`src/design/assert_macros.svh`:
```
// Assertion helpers included by the fit block.
`ifndef ASSERT_MACROS_SVH
`define ASSERT_MACROS_SVH

// Same-cycle implication, sampled on clk_i, off during reset.
`define ASSERT_IMPL(name, ante, cons) \
  name: assert property (@(posedge clk_i) disable iff (!rst_ni) (ante) |-> (cons)) \
    else $error("assertion failed: same-cycle implication");

// Next-cycle implication, sampled on clk_i, off during reset.
`define ASSERT_NEXT(name, ante, cons) \
  name: assert property (@(posedge clk_i) disable iff (!rst_ni) (ante) |=> (cons)) \
    else $error("assertion failed: next-cycle implication");

`endif

```
`src/design/orf_pkg.sv`:
```
// ----------------------------------------------------------------------------
// orf_pkg
// Types, sizes and codes shared by the orthogonal regression fit block.
// ----------------------------------------------------------------------------
package orf_pkg;

  localparam int MaxSamples = 1024;
  localparam int AddrW      = $clog2(MaxSamples);
  localparam int CntW       = $clog2(MaxSamples + 1);
  localparam int SumW       = 32 + CntW;
  localparam int MomW       = 64 + CntW;

  localparam logic [1:0] StatOk      = 2'd0;
  localparam logic [1:0] StatCovZero = 2'd1;
  localparam logic [1:0] StatDropped = 2'd2;

  typedef struct packed {
    logic signed [31:0] x_value;
    logic signed [31:0] y_value;
    logic               last_sample;
  } orf_in_t;

  typedef struct packed {
    logic signed [31:0] intercept;
    logic signed [31:0] slope;
    logic [1:0]         fit_status;
  } orf_out_t;

  typedef enum logic {
    OpDiv,
    OpSqrt
  } unit_op_e;

  typedef struct packed {
    logic     go;
    unit_op_e op;
  } unit_req_t;

  typedef enum logic [4:0] {
    StIdle,
    StP1,
    StXDiv,
    StYDiv,
    StP2,
    StVxDiv,
    StVyDiv,
    StCDiv,
    StCheck,
    StMdm,
    StMcm,
    StRad,
    StSqrt,
    StNum,
    StQDiv,
    StSlope,
    StIMul,
    StIcpt
  } orf_state_e;

endpackage

```
`src/design/orf_divsqrt.sv`:
```
// ----------------------------------------------------------------------------
// orf_divsqrt
// Shared restoring unit: 128/64 unsigned divide (one quotient bit a cycle)
// or 128-bit integer square root (one root bit a cycle).
// ----------------------------------------------------------------------------
module orf_divsqrt
  import orf_pkg::*;
(
  input  logic         clk_i,
  input  logic         rst_ni,
  input  unit_req_t    req_i,
  input  logic [127:0] num_i,
  input  logic [63:0]  den_i,
  output logic         done_o,
  output logic [127:0] quo_o
);

  logic         busy_q;
  logic [6:0]   cnt_q;
  unit_op_e     op_q;
  logic [66:0]  rem_q, rem_d;
  logic [127:0] sh_q, sh_d;
  logic [127:0] q_q, q_d;
  logic [63:0]  den_q;
  logic [66:0]  r2, sub;
  logic [67:0]  diff;
  logic         ge;

  always_comb begin
    if (op_q == OpDiv) begin
      r2   = {rem_q[65:0], sh_q[127]};
      sub  = {3'b000, den_q};
      sh_d = {sh_q[126:0], 1'b0};
    end else begin
      r2   = {rem_q[64:0], sh_q[127:126]};
      sub  = {1'b0, q_q[63:0], 2'b01};
      sh_d = {sh_q[125:0], 2'b00};
    end
    diff  = {1'b0, r2} - {1'b0, sub};
    ge    = !diff[67];
    rem_d = ge ? diff[66:0] : r2;
    q_d   = {q_q[126:0], ge};
  end

  always_ff @(posedge clk_i or negedge rst_ni) begin
    if (!rst_ni) begin
      busy_q <= 1'b0;
      cnt_q  <= '0;
      done_o <= 1'b0;
    end else begin
      done_o <= 1'b0;
      if (req_i.go) begin
        busy_q <= 1'b1;
        cnt_q  <= (req_i.op == OpDiv) ? 7'd127 : 7'd63;
      end else if (busy_q) begin
        cnt_q <= cnt_q - 7'd1;
        if (cnt_q == '0) begin
          busy_q <= 1'b0;
          done_o <= 1'b1;
        end
      end
    end
  end

  always_ff @(posedge clk_i) begin
    if (req_i.go) begin
      op_q  <= req_i.op;
      rem_q <= '0;
      sh_q  <= num_i;
      q_q   <= '0;
      den_q <= den_i;
    end else if (busy_q) begin
      rem_q <= rem_d;
      sh_q  <= sh_d;
      q_q   <= q_d;
    end
  end

  assign quo_o = q_q;

endmodule

```
`config.mk`:
```
export PLATFORM = sky130hd
export DESIGN_NAME = orf_divsqrt
export DESIGN_NICKNAME = d
export VERILOG_FILES = /design/src/design/assert_macros.svh /design/src/design/orf_pkg.sv /design/src/design/orf_divsqrt.sv
export SDC_FILE = /design/constraint.sdc
export NUM_CORES = 1
export LEC_CHECK = 0
export CAP_MARGIN = 20
export CORE_UTILIZATION = 49
export DETAILED_ROUTE_END_ITERATION = 16
export DONT_BUFFER_PORTS = 1
export PLACE_DENSITY = 0.66
export REMOVE_ABC_BUFFERS = 1
export SKIP_CTS_REPAIR_TIMING = 1
export SLEW_MARGIN = 20
export SYNTH_ARGS = -nofsm -noshare
export SYNTH_HDL_FRONTEND = slang
export SYNTH_SLANG_ARGS = --single-unit
```
`constraint.sdc`:
```
create_clock -name clk_i -period 4.8 [get_ports clk_i]
set_clock_uncertainty 0.1 [all_clocks]
set_input_delay 0.24 -clock clk_i [delete_from_list [all_inputs] [get_ports clk_i]]
set_output_delay 0.24 -clock clk_i [all_outputs]
set_load 0.01 [all_outputs]
```
==> results of run 1 <==
-- power by group through the flow --
stage	clock network (uW)	registers, uW	logic [uW]
floorplan	0	4270	4290
global placement	0	4280	5100
detailed placement	0	4290	5160
CTS	3380	4220	5190
global route	3560	4290	6240
finish	3370	4260	5690
-- layout by cell type (no fill, tap or decap), types with 12 or more instances in the layout --
cell type	synthesis	layout
sky130_fd_sc_hd__o21bai_1	12	12
sky130_fd_sc_hd__nand2_1	220	220
sky130_fd_sc_hd__mux2_2	62	62
sky130_fd_sc_hd__xor2_1	22	22
sky130_fd_sc_hd__edfxtp_1	193	193
sky130_fd_sc_hd__a21oi_1	79	79
sky130_fd_sc_hd__a21o_1	28	28
sky130_fd_sc_hd__xnor2_1	47	47
sky130_fd_sc_hd__o21ai_0	190	189
sky130_fd_sc_hd__inv_1	21	20
sky130_fd_sc_hd__clkbuf_16	0	47
sky130_fd_sc_hd__a211oi_1	57	56
sky130_fd_sc_hd__nand3_1	12	12
sky130_fd_sc_hd__nor2_1	230	230
sky130_fd_sc_hd__clkbuf_1	104	15
sky130_fd_sc_hd__ha_1	68	68
sky130_fd_sc_hd__mux2i_1	361	361
sky130_fd_sc_hd__buf_4	2	21
sky130_fd_sc_hd__dfxtp_1	194	194
sky130_fd_sc_hd__dlygate4sd3_1	0	426
sky130_fd_sc_hd__nor3_1	13	12
sky130_fd_sc_hd__nand4_1	18	18
-- cell type report --
type                    instances  share of cell area, %
clock buffers                  64                   4.54
clock inverters                15                  0.555
well taps                     585                   2.66
repair buffers                457                   16.8
flip-flops and latches        396                   36.0
multi-input cells            1545                   39.1
diodes                          7                 0.0637
inverters                      21                  0.296
-- worst min-delay path, stage by stage --
cell,delay (ns)
sky130_fd_sc_hd__nor2_1,0.07
sky130_fd_sc_hd__buf_4,0.20
sky130_fd_sc_hd__nand2_1,0.07
sky130_fd_sc_hd__o21ai_1,0.05
-- layer usage --
layer | share of wire [%] | GRT usage (%)
met1 | 42 | 28.2
met2 | 48 | 35.6
met3 | 7.3 | 7.60
met4 | 2.4 | 6.37
met5 | 0.043 | 0
-- stage by stage --
step	hold slack [ns]	total power [uW]	worst slack (ns)	TNS [ns]
2_1_floorplan	-0.156	8560	-13.15	-2246.34
3_3_place_gp	-0.155	9380	0.325	0
3_5_place_dp	-0.155	9450	0.211	0
4_1_cts	-0.767	12800	0.185	0
5_1_grt	0.0794	14100	0.0148	0
6_report	0.156	13300	0.272	0
-- flip-flops by register name (all words and copies together) (netlist names) --
| register | cells |
|---|---|
| den_q | 64 |
| quo_o | 128 |
| rem_q | 66 |
| busy_q | 1 |
| sh_q | 128 |
| done_o | 1 |
| op_q | 1 |
| cnt_q | 7 |
-- cell families (layout without fill, tap and decap cells) --
group / count (synthesis) / in the layout
multiplexers: 423 / 423
flip-flops: 396 / 396
other: 0 / 7
AND/OR/NAND/NOR: 538 / 538
AO/OA/AOI/OAI: 446 / 446
buffers and inverters: 163 / 557
XOR/XNOR: 69 / 69
adder cells (fa/ha/maj): 69 / 69
-- final timing paths --
path | startpoint | depth (start not counted) | to | slack (ns)
max | op_q | 17 | rem_q[46] | 0.27
min | req_i[1] | 4 | rem_q[59] | 0.16
min reg2reg | rem_q[59] | 2 | rem_q[59] | 0.37
max in group asynchronous | rst_ni | 2 | busy_q | 3.74
min in group asynchronous | rst_ni | 2 | busy_q | 0.52
max reg2reg | op_q | 17 | rem_q[46] | 0.27
==> results.md, run 1 <==
## Status
• **result of the run** finished, final reports clean

## Setup path
• **CP Data Arrival Time** 4.86 ns
• **highest cell delay on the worst timing path** 0.43 ns
• **type of destination of the critical path** flop
• **kind of cell adding the most delay to the critical path** compound AO/OA/AOI/OAI gates
• **standard cell with the maximum stage delay on the critical path** sky130_fd_sc_hd__edfxtp_1
• **ordered list of cells on the worst path** buf_12 -> or2_2 -> ha_1 -> fa_1 -> nor2b_1 -> o2111ai_1 -> a21oi_1 -> o31a_1 -> a221o_1 -> a31oi_1 -> buf_4 -> o41ai_1 -> buf_4 -> nand4_1 -> o21ai_0 -> xnor2_1 -> o21ai_0
• **WP buf/inv** 3
• **data required time of the worst path** 5.13 ns
• **kind of start point of the critical path** flop
• **crit-path max FO** 34
• **critical setup path kind** flop to flop

## Pwr
• **portion of total power attributed to the clock network** 25.3%
• **fraction of power spent switching nets** 35.9%
• **leakage dissipation** 0.0122 uW
• **Comb pwr share** 42.7%
• **Peak supply drop** 0.000365 V
• **net switching power figure** 4770 uW
• **sequential group share of total power** 32.0%
• **design internal power** 8540 uW
• **Pwr per Cell Area** 484 mW/mm^2

## Die
• **Die Area** 0.0443 mm^2
• **Vert. Die Dim** 211 um
• **number of ports placed on the die boundary** 325
• **number of rows in the core area** 76
• **placeable core area** 0.0430 mm^2
• **starting utilization of the core area** 49.6%
• **DIE WIDTH** 211 um

## STA
• **Slew Limit Headroom** 27.6%
• **Hold Violations, Final** 0
• **final critical-path share of the clock period** 94.3%
• **achievable frequency** 221 MHz
• **setup repair after global routing missed its margin** no
• **Worst-Margin Slew** 1.09 ns
• **clock period minus worst slack** 4.53 ns
• **# setup viols final** 0
• **Pins Over Slew Limit** 0

## Route
• **final routed wirelength across all metal layers** 63200 um
• **DRC violations left** 0
• **Iteration-0 DRC Markers** 1359
• **number of detailed-route iterations in the first pass** 6
• **total vias in the final route** 17800
• **per-cell via count in the routed design** 5.76
• **average wire per cell in the routed design** 20.4 um
• **number of nets with antenna violations after detailed routing** 0

## Synthesis
• **synthesized netlist cell count** 2104
• **Avg Inst Size Synth** 10.1 um^2
• **main area contributors after synthesis** sky130_fd_sc_hd__edfxtp_1 27%, sky130_fd_sc_hd__dfxtp_1 18%, sky130_fd_sc_hd__mux2i_1 17%, sky130_fd_sc_hd__o21ai_0 4.5%, sky130_fd_sc_hd__nor2_1 4.1%
• **proportion of synthesized area in mux cells** 20.2%
• **cell area after synthesis** 0.0213 mm^2
• **Synth Flop Type** sky130_fd_sc_hd__dfxtp_1
• **warning count from the yosys run** 0
• **simple-gate area share of the yosys netlist** 10.4%
• **post-synthesis xor/xnor area fraction** 2.84%
• **area share of the leading cell type in the synthesized netlist** 27.2%
• **largest family of logic cells by synthesized area** multiplexers
• **number of distinct library cells after synthesis** 65
• **most frequent cells after synthesis** 361 x sky130_fd_sc_hd__mux2i_1, 230 x sky130_fd_sc_hd__nor2_1, 220 x sky130_fd_sc_hd__nand2_1
• **number of synthesized register bits** 396
• **EDFF count, synth** 193
• **share of flip-flops with an asynchronous set or reset** 2.27%
• **biggest area consumer among synthesized cells** sky130_fd_sc_hd__edfxtp_1
• **sequential cell area fraction in the yosys report** 46.5%
• **compound-cell area share of the yosys netlist** 12.8%
• **Adder-Cell Fraction of Synth Area** 4.09%
• **most used standard cell by instance count after synthesis** sky130_fd_sc_hd__mux2i_1

## Clocking
• **clk_lat worst skew** 0.57 ns
• **CTS clock-pin slew for the worst setup and hold paths** 0.06 ns
• **sink count of the clock tree** 396
• **clock buffer count from CTS** 43
• **number of H-tree levels** 2
• **Max Buffers Root-to-Sink** 3
• **CTS tree** yes
• **Clock Tree Root** sky130_fd_sc_hd__clkbuf_16

## Finish
• **ratio of cells with drive above 1 in the final layout** 6.77%
• **signed area change from the synthesized netlist to the final layout** 29.2%
• **utilization of the core after routing** 64.0%
• **footprint of the flip-flops and latches** 0.00991 mm^2
• **Final Instance Count excl. Fillers** 3090
• **total number of nets in the final design** 2729
• **post-route design area** 0.0275 mm^2
• **area taken by multi-input logic gates** 0.0108 mm^2
• **fillcell total** 3220

## Run
• **max-cap violation count** 0

## Placed design
• **quantity of I/O buffers inserted on ports** 0
• **Post-DP HPWL** 34700 um
• **gp weighted congestion** 0.904
• **instance area after placement** 0.0217 mm^2
• **number of placed instances with taps included** 2574

## Global routing
• **gr usage total** 22.2%
• **number of antenna violations at the first check in global routing** 8
• **maximum number of pins on one net before global-route repair** 519
• **GRT Residual Overflow** 0
• **first-pass GRT wire length** 79800 um
• **via count of the first global-routing pass** 15100

## Min path
• **Worst Hold Class** input pin to flop

(Power assumes the default switching activity.)
==> run 2: changes to the inputs <==
- PLACE_DENSITY: 0.66 -> 0.65
- RECOVER_POWER: default -> 50
==> run 2 against run 1 <==
Against the previous run:
- the run now ends with capacitance limit, slew limit left
- register-to-register slack worse by 0.04 ns
- total power is 3.6% higher
- die area stayed put
- combinational power is 1% higher
- critical path depth stayed put
- maximum frequency is 0.87% lower
- critical path type unchanged
==> results.md, run 2 (synthesized netlist as in run 1, its figures left out) <==
## STA
• **achievable frequency** 219 MHz, was 221 MHz
• **final critical-path share of the clock period** 95.2%, was 94.3%
• **Hold Violations, Final** 0, unchanged
• **Pins Over Slew Limit** 37, was 0
• **Worst-Margin Slew** 1.74 ns, was 1.09 ns
• **fin worst setup slack** 0.232 ns, was 0.272 ns
• **clock period minus worst slack** 4.57 ns, was 4.53 ns
• **Slew Limit Headroom** -16.9%, was 27.6%
• **# setup viols final** 0, unchanged
• **Hold Slack** 0.0709 ns, was 0.156 ns

## Placed design
• **number of placed instances with taps included** 2581, was 2574
• **Setup Slack @ Placement** 0.182 ns, was 0.211 ns
• **gp weighted congestion** 0.917, was 0.904
• **Post-DP HPWL** 35800 um, was 34700 um
• **quantity of I/O buffers inserted on ports** 0, unchanged

## Route
• **final routed wirelength across all metal layers** 66600 um, was 63200 um
• **routed metal-1 wirelength** 27000 um, was 26400 um
• **Iteration-0 DRC Markers** 1447, was 1359
• **highest routed metal layer** met4, was met5
• **DRC violations left** 0, unchanged
• **per-cell via count in the routed design** 5.77, was 5.76
• **routed wire length on met3** 4550 um, was 4600 um
• **average wire per cell in the routed design** 21.1 um, was 20.4 um
• **total vias in the final route** 18200, was 17800
• **number of detailed-route iterations in the first pass** 5, was 6
• **number of nets with antenna violations after detailed routing** 0, unchanged
• **Routed met2 length** 33100 um, was 30600 um

## Die
• **number of rows in the core area** 76, unchanged
• **DIE WIDTH** 211 um, unchanged
• **Vert. Die Dim** 211 um, unchanged
• **number of ports placed on the die boundary** 325, unchanged
• **placeable core area** 0.0430 mm^2, unchanged
• **Die Area** 0.0443 mm^2, unchanged
• **starting utilization of the core area** 49.6%, unchanged

## Clocking
• **clock buffer count from CTS** 44, was 43
• **clk_lat worst skew** 0.58 ns, was 0.57 ns
• **number of H-tree levels** 2, unchanged
• **Max Buffers Root-to-Sink** 3, unchanged
• **sink count of the clock tree** 396, unchanged
• **Clock Tree Root** sky130_fd_sc_hd__clkbuf_16, unchanged
• **CTS clock-pin slew for the worst setup and hold paths** 0.06 ns, about the same
• **CTS tree** yes, unchanged

## Finish
• **commonest non-fill, non-tap cells in the layout** 477 x sky130_fd_sc_hd__dlygate4sd3_1, 361 x sky130_fd_sc_hd__mux2i_1, 230 x sky130_fd_sc_hd__nor2_1, was 426 x sky130_fd_sc_hd__dlygate4sd3_1, 361 x sky130_fd_sc_hd__mux2i_1, 230 x sky130_fd_sc_hd__nor2_1
• **Final Instance Count excl. Fillers** 3154, was 3090
• **total number of nets in the final design** 2790, was 2729
• **most frequent standard cell in the layout excluding fill and tap cells** sky130_fd_sc_hd__dlygate4sd3_1, unchanged
• **ratio of cells with drive above 1 in the final layout** 7.38%, was 6.77%
• **utilization of the core after routing** 65.8%, was 64.0%
• **signed area change from the synthesized netlist to the final layout** 32.8%, was 29.2%

## Status
• **result of the run** finished, violations left, was finished, final reports clean
• **failing checks** capacitance limit, slew limit

## Global routing
• **via count of the first global-routing pass** 15200, was 15100
• **GRT Residual Overflow** 0, unchanged
• **gr usage total** 22.4%, was 22.2%
• **first-pass GRT wire length** 80300 um, was 79800 um
• **maximum number of pins on one net before global-route repair** 519, unchanged
• **number of antenna violations at the first check in global routing** 5, was 8

## Setup path
• **ordered list of cells on the worst path** buf_12 -> buf_4 -> mux2i_1 -> ha_1 -> fa_1 -> nor2b_1 -> o2111ai_1 -> a21oi_2 -> o31a_1 -> a221o_1 -> a31oi_1 -> o41ai_1 -> buf_4 -> nand4_1 -> o21ai_0 -> xnor2_1 -> o21ai_0, was buf_12 -> or2_2 -> ha_1 -> fa_1 -> nor2b_1 -> o2111ai_1 -> a21oi_1 -> o31a_1 -> a221o_1 -> a31oi_1 -> buf_4 -> o41ai_1 -> buf_4 -> nand4_1 -> o21ai_0 -> xnor2_1 -> o21ai_0
• **highest cell delay on the worst timing path** 0.57 ns, was 0.43 ns
• **crit-path max FO** 31, was 34
• **data required time of the worst path** 5.13 ns, about the same
• **CP Data Arrival Time** 4.90 ns, was 4.86 ns
• **critical setup path kind** flop to flop, unchanged
• **flop-to-flop setup slack** 0.23 ns, was 0.27 ns
• **kind of start point of the critical path** flop, unchanged
• **standard cell with the maximum stage delay on the critical path** sky130_fd_sc_hd__o41ai_1, was sky130_fd_sc_hd__edfxtp_1
• **Worst Reg-to-Reg Cells** 17, unchanged
• **endpoint of the most critical register-to-register path** rem_q[46], unchanged
• **type of destination of the critical path** flop, unchanged
• **Worst R2R Start** op_q, unchanged

## Pwr
• **Peak supply drop** 0.000377 V, was 0.000365 V
• **leakage dissipation** 0.0126 uW, was 0.0122 uW
• **Pwr per Cell Area** 487 mW/mm^2, was 484 mW/mm^2

## Min path
• **number of instances on the worst hold path** 4, unchanged
• **launch instance of the worst min-delay path** req_i[1], unchanged
• **Worst Hold Path EP** rem_q[58], was rem_q[59]
• **Worst Hold Class** input pin to flop, unchanged

## Run
• **max-cap violation count** 1, was 0

run 2: cell count changes in the layout (fill, tap and decap cells not counted), sizes merged, moves of 2 or more:
cell         change
buf              +7
dlygate4sd3     +51
clkinvlp         +2
diode            +2
bufinv           +6
clkbuf           -6
run 2: worst max path at each step:
stage / slack (ns) / cells after the start / start / endpoint
final: 0.23 / 17 / op_q / rem_q[46]
after global placement: 0.23 / 17 / op_q / rem_q[46]
after global routing: -0.02 / 18 / op_q / rem_q[0]
after CTS: 0.15 / 17 / op_q / rem_q[46]
after detailed placement: 0.18 / 17 / op_q / rem_q[46]
after floorplan: -13.15 / 12 / op_q / rem_q[63]
run 2: power breakdown:
group / leakage, uW / internal [uW] / switching, uW
logic: 0.00809 / 2680 / 3090
clock network: 0.000779 / 2240 / 1520
registers: 0.00371 / 3980 / 278
total: 0.0126 / 8900 / 4890
run 2: cell type report:
type | instances | area (um^2)
fillers | 3142 | 14700
multi-input cells | 1545 | 10800
flip-flops and latches | 396 | 9900
repair buffers | 517 | 5200
clock buffers | 56 | 1210
well taps | 585 | 732
clock inverters | 25 | 383
inverters | 21 | 80.1
diodes | 9 | 22.5
run 2: stage by stage:
step	total power [uW]	instance area [um^2]	setup TNS, ns
floorplan	8560	20700	-2246.34
global placement	9470	21800	0
detailed placement	9540	21800	0
CTS	13300	23400	0
global route	14600	28300	-0.0220
finish	13800	28300	0
run 2: critical path, delay by kind of cell, from the launching register on:
family / cells / cell delay (ns)
flops: 1 / 0.43
buf+inv: 3 / 0.71
fa+ha+maj: 2 / 0.67
compound gates: 8 / 1.99
xor+xnor: 1 / 0.17
simple gates: 2 / 0.26
mux: 1 / 0.12
run 2: metal layers:
| metal | up-vias | GRT usage [%] |
|---|---|---|
| met5 | - | 0.334 |
| met4 | 0 | 7.30 |
| met2 | 721 | 36.5 |
| met3 | 133 | 7.12 |
| li1 | 8491 | - |
| met1 | 8852 | 28.2 |
